===== src/hw/rtl/garage_door_controller_top_macros.svh =====
// Assertion macros for the garage door controller.
// Included by the top level; no other dependencies.
`ifndef GARAGE_DOOR_CONTROLLER_TOP_MACROS_SVH
`define GARAGE_DOOR_CONTROLLER_TOP_MACROS_SVH
`ifndef SYNTHESIS
`define GDC_ASSERT(lbl, prop) \
  lbl: assert property (@(posedge clk_i) disable iff (!rst_ni) prop) \
    else $error("garage door controller check failed");
`define GDC_ASSERT_ALWAYS(lbl, prop) \
  lbl: assert property (@(posedge clk_i) prop) \
    else $error("garage door controller check failed");
`else
`define GDC_ASSERT(lbl, prop)
`define GDC_ASSERT_ALWAYS(lbl, prop)
`endif
`endif


===== src/hw/rtl/gdc_pkg.sv =====
// Shared types and constants for the garage door controller.
// No dependencies.
package gdc_pkg;

  localparam int unsigned StableW = 11;
  localparam int unsigned TimerW  = 17;
  localparam int unsigned DebW    = 10;
  localparam int unsigned MaxW    = 16;
  localparam int unsigned CfgIdxW = 2;

  localparam logic [DebW-1:0] DebounceRst = DebW'(100);
  localparam logic [MaxW-1:0] MaxRunRst   = MaxW'(13000);
  localparam logic [MaxW-1:0] MaxLampRst  = MaxW'(30000);

  typedef enum logic [CfgIdxW-1:0] {
    REG_DEBOUNCE_MS = 2'd0,
    REG_MAX_RUN_MS  = 2'd1,
    REG_MAX_LAMP_MS = 2'd2
  } gdc_reg_e;

  // Debounced events seen by the door and lamp control.
  typedef struct packed {
    logic wall_press;
    logic light_press;
    logic up_level;
    logic dn_level;
  } gdc_events_t;

  typedef struct packed {
    logic moving;
    logic going_up;
    logic lamp_on;
  } gdc_status_t;

endpackage


===== src/hw/rtl/gdc_debounce.sv =====
// One pin debouncer with stable-time counter and accepted level.
// Depends on gdc_pkg.
module gdc_debounce import gdc_pkg::*; (
  input  logic            clk_i,
  input  logic            rst_ni,
  input  logic            en_i,
  input  logic            tick_i,
  input  logic            pin_i,
  input  logic            blank_low_i,
  input  logic [DebW-1:0] debounce_ms_i,
  output logic            fire_o,
  output logic            level_o
);

  logic               prev_q, prev_d;
  logic               known_q, known_d;
  logic               level_q, level_d;
  logic [StableW-1:0] stable_q, stable_d, stable_inc;
  logic               differ;

  always_comb begin
    stable_inc = (tick_i && (stable_q != '1)) ? stable_q + StableW'(1) : stable_q;
    // With no level accepted yet, a limit pin behaves as if low was accepted,
    // whereas a button accepts whatever first settles.
    differ = blank_low_i ? (pin_i != (known_q & level_q))
                         : (!known_q || (pin_i != level_q));
    prev_d   = pin_i;
    known_d  = known_q;
    level_d  = level_q;
    fire_o   = 1'b0;
    if (pin_i != prev_q) begin
      stable_d = '0;
    end else begin
      stable_d = stable_inc;
      fire_o   = (stable_inc > {1'b0, debounce_ms_i}) && differ;
    end
    if (fire_o) begin
      known_d = 1'b1;
      level_d = pin_i;
    end
    level_o = known_d & level_d;
  end

  always_ff @(posedge clk_i or negedge rst_ni) begin
    if (!rst_ni) begin
      prev_q   <= 1'b0;
      known_q  <= 1'b0;
      level_q  <= 1'b0;
      stable_q <= '0;
    end else if (en_i) begin
      prev_q   <= prev_d;
      known_q  <= known_d;
      level_q  <= level_d;
      stable_q <= stable_d;
    end
  end

endmodule


===== src/hw/rtl/gdc_ctrl.sv =====
// Door motion, lamp and timer control for one poll of the pins.
// Depends on gdc_pkg.
module gdc_ctrl import gdc_pkg::*; (
  input  logic            clk_i,
  input  logic            rst_ni,
  input  logic            en_i,
  input  logic            tick_i,
  input  logic            radio_i,
  input  gdc_events_t     ev_i,
  input  logic [MaxW-1:0] max_run_ms_i,
  input  logic [MaxW-1:0] max_lamp_ms_i,
  output gdc_status_t     status_d_o,
  output gdc_status_t     status_q_o
);

  gdc_status_t       st_q, st_d;
  logic              radio_prev_q, radio_prev_d;
  logic [TimerW-1:0] run_q, run_d, lamp_tmr_q, lamp_tmr_d;
  logic              toggle;

  always_comb begin
    st_d       = st_q;
    run_d      = (tick_i && (run_q != '1)) ? run_q + TimerW'(1) : run_q;
    lamp_tmr_d = (tick_i && (lamp_tmr_q != '1)) ? lamp_tmr_q + TimerW'(1) : lamp_tmr_q;

    if (ev_i.light_press) begin
      st_d.lamp_on = !st_q.lamp_on;
      if (!st_q.lamp_on) lamp_tmr_d = '0;
    end

    // The radio edge detector holds its last level when the wall press wins.
    radio_prev_d = ev_i.wall_press ? radio_prev_q : radio_i;
    toggle = ev_i.wall_press || (radio_i && !radio_prev_q);
    if (toggle) begin
      if (st_d.moving) begin
        st_d.moving = 1'b0;
      end else begin
        st_d.going_up = !st_d.going_up;
        st_d.lamp_on  = 1'b1;
        st_d.moving   = 1'b1;
        lamp_tmr_d    = '0;
        run_d         = '0;
      end
    end

    if (!ev_i.up_level && st_d.going_up && st_d.moving) st_d.moving = 1'b0;
    if (!ev_i.dn_level && !st_d.going_up && st_d.moving) st_d.moving = 1'b0;
    if (st_d.moving && (run_d > {1'b0, max_run_ms_i})) st_d.moving = 1'b0;
    if (st_d.lamp_on && (lamp_tmr_d > {1'b0, max_lamp_ms_i})) st_d.lamp_on = 1'b0;
  end

  always_ff @(posedge clk_i or negedge rst_ni) begin
    if (!rst_ni) begin
      st_q         <= '{moving: 1'b0, going_up: 1'b1, lamp_on: 1'b0};
      radio_prev_q <= 1'b0;
      run_q        <= '0;
      lamp_tmr_q   <= '0;
    end else if (en_i) begin
      st_q         <= st_d;
      radio_prev_q <= radio_prev_d;
      run_q        <= run_d;
      lamp_tmr_q   <= lamp_tmr_d;
    end
  end

  assign status_d_o = st_d;
  assign status_q_o = st_q;

endmodule


===== src/hw/rtl/garage_door_controller_top.sv =====
// Garage door controller top: one pin poll per word in, one drive word out.
// Uses gdc_pkg, gdc_debounce, gdc_ctrl and the macro header.
// Output: the result word is registered and is valid in the cycle after its poll word is taken.
// Throughput: one word per cycle; the output register frees itself in the cycle that its
// word is taken, so the input stalls only while a result word waits unread.
// Reset: default timings, door stopped and next run downwards, lamp off, output empty.
`include "garage_door_controller_top_macros.svh"
module garage_door_controller_top import gdc_pkg::*; (
  input  logic               clk_i,
  input  logic               rst_ni,
  input  logic               s_axis_tvalid,
  output logic               s_axis_tready,
  // bit 0 ms_tick, 1 wall_button, 2 radio_input, 3 light_button,
  // 4 upper_limit_pin, 5 lower_limit_pin, 7:6 zero
  input  logic [7:0]         s_axis_tdata,
  output logic               m_axis_tvalid,
  input  logic               m_axis_tready,
  // bit 0 motor_up_drive, 1 motor_down_drive, 2 lamp_drive, 3 moving_flag,
  // 7:4 zero
  output logic [7:0]         m_axis_tdata,
  input  logic               cfg_valid_i,
  output logic               cfg_ready_o,
  input  logic [CfgIdxW-1:0] cfg_index_i,
  input  logic [MaxW-1:0]    cfg_data_i
);

  logic            accept;
  logic            tick;
  logic [DebW-1:0] debounce_ms_q;
  logic [MaxW-1:0] max_run_q, max_lamp_q;
  logic            wall_fire, wall_lvl, light_fire, light_lvl;
  logic            up_fire, dn_fire;
  gdc_events_t     ev;
  gdc_status_t     st_d, st_q;
  logic            out_valid_q;
  logic [3:0]      out_q;

  assign accept        = s_axis_tvalid && s_axis_tready;
  assign s_axis_tready = !out_valid_q || m_axis_tready;
  assign tick          = s_axis_tdata[0];
  assign cfg_ready_o   = 1'b1;

  always_ff @(posedge clk_i or negedge rst_ni) begin
    if (!rst_ni) begin
      debounce_ms_q <= DebounceRst;
      max_run_q     <= MaxRunRst;
      max_lamp_q    <= MaxLampRst;
    end else if (cfg_valid_i) begin
      unique case (cfg_index_i)
        REG_DEBOUNCE_MS: debounce_ms_q <= cfg_data_i[DebW-1:0];
        REG_MAX_RUN_MS:  max_run_q     <= cfg_data_i;
        REG_MAX_LAMP_MS: max_lamp_q    <= cfg_data_i;
        default: ;
      endcase
    end
  end

  gdc_debounce u_wall (
    .clk_i, .rst_ni, .en_i(accept), .tick_i(tick), .pin_i(s_axis_tdata[1]),
    .blank_low_i(1'b0), .debounce_ms_i(debounce_ms_q),
    .fire_o(wall_fire), .level_o(wall_lvl)
  );

  gdc_debounce u_light (
    .clk_i, .rst_ni, .en_i(accept), .tick_i(tick), .pin_i(s_axis_tdata[3]),
    .blank_low_i(1'b0), .debounce_ms_i(debounce_ms_q),
    .fire_o(light_fire), .level_o(light_lvl)
  );

  gdc_debounce u_uplim (
    .clk_i, .rst_ni, .en_i(accept), .tick_i(tick), .pin_i(s_axis_tdata[4]),
    .blank_low_i(1'b1), .debounce_ms_i(debounce_ms_q),
    .fire_o(up_fire), .level_o(ev.up_level)
  );

  gdc_debounce u_dnlim (
    .clk_i, .rst_ni, .en_i(accept), .tick_i(tick), .pin_i(s_axis_tdata[5]),
    .blank_low_i(1'b1), .debounce_ms_i(debounce_ms_q),
    .fire_o(dn_fire), .level_o(ev.dn_level)
  );

  // A press is a newly accepted high level; a settled release does nothing.
  assign ev.wall_press  = wall_fire && wall_lvl;
  assign ev.light_press = light_fire && light_lvl;

  gdc_ctrl u_ctrl (
    .clk_i, .rst_ni, .en_i(accept), .tick_i(tick), .radio_i(s_axis_tdata[2]),
    .ev_i(ev), .max_run_ms_i(max_run_q), .max_lamp_ms_i(max_lamp_q),
    .status_d_o(st_d), .status_q_o(st_q)
  );

  always_ff @(posedge clk_i or negedge rst_ni) begin
    if (!rst_ni) begin
      out_valid_q <= 1'b0;
    end else if (s_axis_tready) begin
      out_valid_q <= s_axis_tvalid;
    end
  end

  always_ff @(posedge clk_i) begin
    if (accept) begin
      out_q <= {st_d.moving, st_d.lamp_on,
                st_d.moving && !st_d.going_up, st_d.moving && st_d.going_up};
    end
  end

  assign m_axis_tvalid = out_valid_q;
  assign m_axis_tdata  = {4'b0000, out_q};

  // Limit edges are not used directly; the accepted levels carry the meaning.
  logic unused_fire;
  assign unused_fire = up_fire ^ dn_fire;

  `GDC_ASSERT(a_one_direction, m_axis_tvalid |-> !(m_axis_tdata[0] && m_axis_tdata[1]))
  `GDC_ASSERT(a_moving_matches, m_axis_tvalid |->
              (m_axis_tdata[3] == (m_axis_tdata[0] || m_axis_tdata[1])))
  `GDC_ASSERT(a_start_lights, $rose(st_q.moving) |-> st_q.lamp_on)
  `GDC_ASSERT(a_result_follows, accept |=> m_axis_tvalid)
  `GDC_ASSERT_ALWAYS(a_no_out_in_reset, !rst_ni |=> !m_axis_tvalid || rst_ni)

endmodule

===== config.mk =====
export PLATFORM = sky130hd
export DESIGN_NAME = garage_door_controller_top
export DESIGN_NICKNAME = d
export VERILOG_FILES = /design/src/hw/rtl/gdc_pkg.sv /design/src/hw/rtl/gdc_debounce.sv /design/src/hw/rtl/gdc_ctrl.sv /design/src/hw/rtl/garage_door_controller_top.sv
export VERILOG_INCLUDE_DIRS = /design/src /design/src/hw/rtl
export SDC_FILE = /design/constraint.sdc
export NUM_CORES = 1
export LEC_CHECK = 0
export BUFFER_PORTS_ARGS = -buffer_cell sky130_fd_sc_hd__buf_4
export CORE_MARGIN = 8
export CORE_UTILIZATION = 57
export DETAILED_ROUTE_END_ITERATION = 12
export PLACE_DENSITY = 0.8
export SYNTH_ARGS = -nofsm -noshare
export SYNTH_HDL_FRONTEND = slang
export SYNTH_SLANG_ARGS = --single-unit

===== constraint.sdc =====
create_clock -name clk_i -period 5.1 [get_ports clk_i]
set_input_delay 0.51 -clock clk_i [delete_from_list [all_inputs] [get_ports clk_i]]
set_output_delay 0.51 -clock clk_i [all_outputs]
set_load 0.1 [all_outputs]

After elaboration in Yosys (flattened, before gate mapping). Cells that the tools add are included.

Input bits: 31. Flip-flop bits (word level): 141. Output and inout port bits: 11. Word-level logic and storage cells: 138.

Eq/ne operators: 16. Add/subtract/negate cells: 6. Muxes and demuxes: 36. Reductions and logical operators: 40. Bitwise operators: 7. $lt $le $gt $ge: 6.

Operator list (count): 2-to-1 mux 17 bit (8); 2-to-1 mux 11 bit (8); adder 11 x 1 -> 11 bit (second input constant) (4); > comparator 11 x 10 -> 1 bit (4); inequality test 11 bit (second input constant) (4); adder 17 x 1 -> 17 bit (second input constant) (2); > comparator 17 x 16 -> 1 bit (2); inequality test 17 bit (second input constant) (2); logical AND 1 bit (22); 2-to-1 mux 1 bit (18); logical NOT 1 bit (9); inequality test 1 bit (8); AND reduction 2 bit (4); bitwise AND 1 bit (6); logical OR 1 bit (4); 2-to-1 mux 3 bit (1); == test 2 x 1 -> 1 bit (second input constant) (1); == test 2 bit (second input constant) (1); logical NOT 2 bit (1); 2-to-1 mux 2 bit (1); inverter 1 bit (1).

Depth between registers and ports, before layout.
Depth after elaboration: 20. Depth in mapped cells: 25. Gate-level depth less buffers: 22.

Modules after synthesis. From an unflattened synthesis, not the netlist that was laid out.

Cells, all modules: 1068. Area, all modules: 10238.6 µm².

Modules (own cells, without submodules): gdc_debounce (area an instance 1234.9 µm², times used 4, cells each 142, seq. area each 350.3 µm²); gdc_ctrl (area an instance 3359.5 µm², times used 1, cells each 391, seq. area each 952.2 µm²); garage_door_controller_top (area an instance 1939.4 µm², times used 1, cells each 109, seq. area each 1216.2 µm²).

Worst setup path before layout. No wires, ideal clock.

Path kind: input port to flip-flop. Start point: in s_axis_tdata[0]. End point: reg out_q[2], data pin. Data required time: 4951 ps. Setup slack: -507 ps. Library setup time: 149 ps. Buffers on the path: 4. Arrival: 5458 ps. Stages: 25. Cells stage by stage: clkbuf_1 inv_1 a41oi_2 and3_1 and2_1 clkbuf_1 and3_1 xor2_1 ha_1 nand3_1 o22ai_1 nor2_1 a2111oi_2 or2_2 clkbuf_1 clkbuf_1 nor2_1 ha_1 a21o_1 a21o_1 a211o_1 a21oi_1 o21ai_0 a211oi_1 a2bb2oi_1.

RTL lines: start, declared (RTL line garage_door_controller_top.sv:15) `input logic [7:0] s_axis_tdata,`; end signal, assigned (RTL line garage_door_controller_top.sv:102) `out_q <= {st_d.moving, st_d.lamp_on,`; end, declared (RTL line garage_door_controller_top.sv:36) `logic [3:0] out_q;`.

==> impl_metrics.env <==
export IMPL_synth_avg_cell_area_um2=9.24
export IMPL_grt_pass1_wl_um=36700
export IMPL_grt_use_total=0.225
export IMPL_ys_async_sr_fraction=0.972
export IMPL_drive_above_1_share=0.171
export IMPL_synth_seq_area_share=0.384
export IMPL_hold_viol_final=0
export IMPL_design_area_mm2=0.0106
export IMPL_end_kind="flop"
export IMPL_postCtsHoldBufs=0
export IMPL_worstSetupEndpoint="out_q[2]"
export IMPL_maxClockFrequency_mhz=201
export IMPL_path_delay_family="compound AO/OA/AOI/OAI gates"
export IMPL_postRouteAntennaNets=0
export IMPL_cts_sinks=141
export IMPL_r2r_end="out_q[2]"
export IMPL_floorplan_rows=46
export IMPL_placed_cells=1241
export IMPL_cts_htree_levels=4
export IMPL_grt_max_degree=98
export IMPL_p_leak_nw=5.09
export IMPL_gp_congestion=0.894
export IMPL_fin_crit_sh=0.976
export IMPL_status="finished clean"
export IMPL_finalSetupViolations=0
export IMPL_wl_per_cell_um=17.7
export IMPL_worst_pin_slew_ns=0.939
export IMPL_ys_ff_latch=141
export IMPL_clk_pin_slew_ns=0.06
export IMPL_fin_nets=1160
export IMPL_r2r_start="u_wall.stable_q[1]"
export IMPL_dieArea_mm2=0.0207
export IMPL_cts_tree="built"
export IMPL_die_h_um=144
export IMPL_dpl_hpwl_um=15600
export IMPL_start_util=0.584
export IMPL_clk_latency_ns=0.42
export IMPL_p_per_area_mw_per_mm2=312
export IMPL_cp_common_cell="a21o_1"
export IMPL_drc_errors=0
export IMPL_path_buf_inv=0
export IMPL_cts_root_buffer="clkbuf_16"
export IMPL_overflow=0
export IMPL_dieWidth_um=144
export IMPL_synth_area_mm2=0.00931
export IMPL_diodes=0
export IMPL_yosys_warnings=0
export IMPL_post_dp_cell_area_mm2=0.00990
export IMPL_fin_crit_ns=4.98
export IMPL_slew_viol_final=0
export IMPL_antenna_found_initial=0
export IMPL_crit_start="u_wall.stable_q[1]"
export IMPL_first_iter_violations=530
export IMPL_post_route_util=0.667
export IMPL_finalSetupTns_ns=0
export IMPL_critPathMaxStageDelay_ns=0.49
export IMPL_area_delta_synth_final_pct=14.2
export IMPL_wl_um=22600
export IMPL_synth_distinct_cells=68
export IMPL_relSlewSlack=0.371
export IMPL_r2r_setup_slack_ns=0.12
export IMPL_io_pins=42
export IMPL_first_global_vias=7408
export IMPL_cp_required_ns=5.37
export IMPL_worst_path_max_delay_cell="or4b_4"
export IMPL_synth_edff_count=4
export IMPL_crit_type="reg -> reg"
export IMPL_coreArea_mm2=0.0159
export IMPL_start_kind="flop"
export IMPL_cp_data_arrival_time_ns=5.24
export IMPL_firstDrtPassIters=5
export IMPL_maxCapViolCount=0
export IMPL_num_vias=7686
export IMPL_peakVddDrop_v=0.000314
export IMPL_hp_class="in -> async"
export IMPL_portBuffers=34
export IMPL_worstPathMaxFanout=5
export IMPL_path_depth=22
export IMPL_cts_buffers=17
export IMPL_post_place_ws_ns=0.00177
export IMPL_cts_buffer_depth=2
export IMPL_crit_chain="ha_4, nand4_1, o31a_1, nand4_1, nor2_2, nand3_2, xnor2_2, ha_1, a21o_1, a21oi_1, or4b_4, a211o_4, or2_4, nor2_4, ha_4, a21o_1, a21o_1, a211o_1, a21oi_2, o21ai_1, a211oi_2, a2bb2oi_1"
export IMPL_setup_slack_ns=0.122
export IMPL_viasPerCell=6.01
export IMPL_syn_inst=1007
export IMPL_finalClockSkew_ns=0.00746
export IMPL_r2r_cells=22
export IMPL_instances_no_fill=1278
export IMPL_grt_setup_unrepaired="yes"
export IMPL_synth_ff_type="dfrtp_1"
==> metrics by stage <==
stage | hold WS [ns] | power [W]
2_1_floorplan | 0.214 | 0.00182
3_5_place_dp | 0.478 | 0.00202
6_report | 0.190 | 0.00331
4_1_cts | 0.237 | 0.00331
3_3_place_gp | 0.461 | 0.00199
5_1_grt | 0.278 | 0.00347
==> power by group <==
part           internal (W)  total (W)  switching, W
registers           0.00125    0.00134     0.0000891
logic              0.000278   0.000684      0.000406
clock network      0.000814    0.00129      0.000471
==> layout make-up <==
| cell class | instances | area, um2 |
|---|---|---|
| multi-input cells | 771 | 5490 |
| fillers | 1267 | 5310 |
| flip-flops and latches | 141 | 3570 |
| clock buffers | 27 | 534 |
| repair buffers | 64 | 484 |
| well taps | 216 | 270 |
| inverters | 54 | 203 |
| clock inverters | 5 | 76.3 |
==> cells in the mapped netlist (3+ instances only) <==
cell type / count / area, um2
dfrtp_1: 120 / 3000
nand2_1: 119 / 447
ha_1: 80 / 1000
nor2_1: 72 / 270
o21ai_0: 60 / 300
inv_1: 52 / 195
xnor2_1: 43 / 377
mux2_2: 39 / 439
clkbuf_1: 31 / 116
nand3_1: 30 / 150
a21oi_1: 29 / 145
nand4_1: 29 / 181
xor2_1: 28 / 245
a22o_1: 26 / 228
o31ai_1: 26 / 195
a21o_1: 23 / 173
and3_1: 20 / 125
nor3_1: 18 / 90.1
dfstp_2: 17 / 447
nand2b_1: 12 / 75.1
and4_1: 11 / 96.3
nor2b_1: 11 / 68.8
a211oi_1: 7 / 52.6
and2_1: 7 / 43.8
a31oi_1: 6 / 37.5
buf_4: 6 / 45.0
buf_1: 5 / 18.8
nand3b_1: 5 / 37.5
o21a_1: 5 / 37.5
a41oi_1: 4 / 35.0
edfxtp_1: 4 / 120
o211ai_1: 4 / 30.0
or3_1: 4 / 25.0
a211o_1: 3 / 26.3
mux2i_1: 3 / 30.0
o21ai_1: 3 / 15.0
o21bai_1: 3 / 22.5
o31a_1: 3 / 26.3
==> flip-flops by register name, summed over array words and instances, names as in the netlist, 3 cells and up <==
signal,flops
u_ctrl.status_q_o,3
max_lamp_q,16
out_q,4
debounce_ms_q,10
u_ctrl.run_q,17
max_run_q,16
u_light.stable_q,11
u_wall.stable_q,11
u_uplim.stable_q,11
u_ctrl.lamp_tmr_q,17
u_dnlim.stable_q,11
==> cell usage in the layout, fill, tap and decap left out, types with 5 or more instances in the layout <==
| master | Yosys | routed |
|---|---|---|
| a211oi_1 | 7 | 6 |
| a21o_1 | 23 | 23 |
| a21oi_1 | 29 | 28 |
| a22o_1 | 26 | 26 |
| a31oi_1 | 6 | 6 |
| and2_1 | 7 | 5 |
| and3_1 | 20 | 18 |
| and4_1 | 11 | 11 |
| buf_4 | 6 | 63 |
| clkbuf_16 | 0 | 18 |
| clkbuf_8 | 0 | 5 |
| conb_1 | 2 | 5 |
| dfrtp_1 | 120 | 120 |
| dfstp_2 | 17 | 17 |
| ha_1 | 80 | 78 |
| inv_1 | 52 | 52 |
| mux2_2 | 39 | 39 |
| nand2_1 | 119 | 117 |
| nand2b_1 | 12 | 12 |
| nand3_1 | 30 | 28 |
| nand3b_1 | 5 | 5 |
| nand4_1 | 29 | 29 |
| nor2_1 | 72 | 69 |
| nor2b_1 | 11 | 11 |
| nor3_1 | 18 | 17 |
| o21a_1 | 5 | 5 |
| o21ai_0 | 60 | 57 |
| o21ai_1 | 3 | 6 |
| o31ai_1 | 26 | 25 |
| xnor2_1 | 43 | 41 |
| xor2_1 | 28 | 28 |
==> what timing repair did <==
item                       in CTS  in global routing
gates resized for setup         1                 17
buffers inserted                0                  4
hold endpoints to repair        0                  0
cloned                          0                  1
pin swaps                       0                 12
setup endpoints to repair       1                  6
==> logic make-up (layout without fill, tap and decap cells) <==
kind of cell / after synthesis / in the layout / synth area share
simple gates: 348 / 349 / 0.182
flops: 141 / 141 / 0.384
mux: 42 / 42 / 0.0504
fa+ha+maj: 80 / 80 / 0.108
other cells: 2 / 5 / 0.000807
compound gates: 224 / 224 / 0.165
buf+inv: 99 / 150 / 0.0434
xor+xnor: 71 / 71 / 0.0668
==> how the worst min path moves through the flow <==
| stage | start | endpoint | slack (ns) |
|---|---|---|---|
| after detailed placement | u_uplim.known_q | u_uplim.known_q | 0.48 |
| after global placement | u_uplim.known_q | u_uplim.known_q | 0.46 |
| final | rst_ni | u_ctrl.run_q[9] | 0.19 |
| after floorplan | rst_ni | debounce_ms_q[0] | 0.21 |
| after CTS | rst_ni | u_ctrl.run_q[16] | 0.24 |
| after global routing | rst_ni | u_ctrl.run_q[10] | 0.28 |
==> layer usage <==
layer | global-route usage | vias up | wire length, um
met4 | 0.0852 | 0 | 584
met5 | 0 | - | 0
met1 | 0.293 | 3763 | 10100
met2 | 0.368 | 200 | 10900
met3 | 0.0395 | 41 | 1090
li1 | - | 3682 | -
Power figures use the tool's default switching activity.
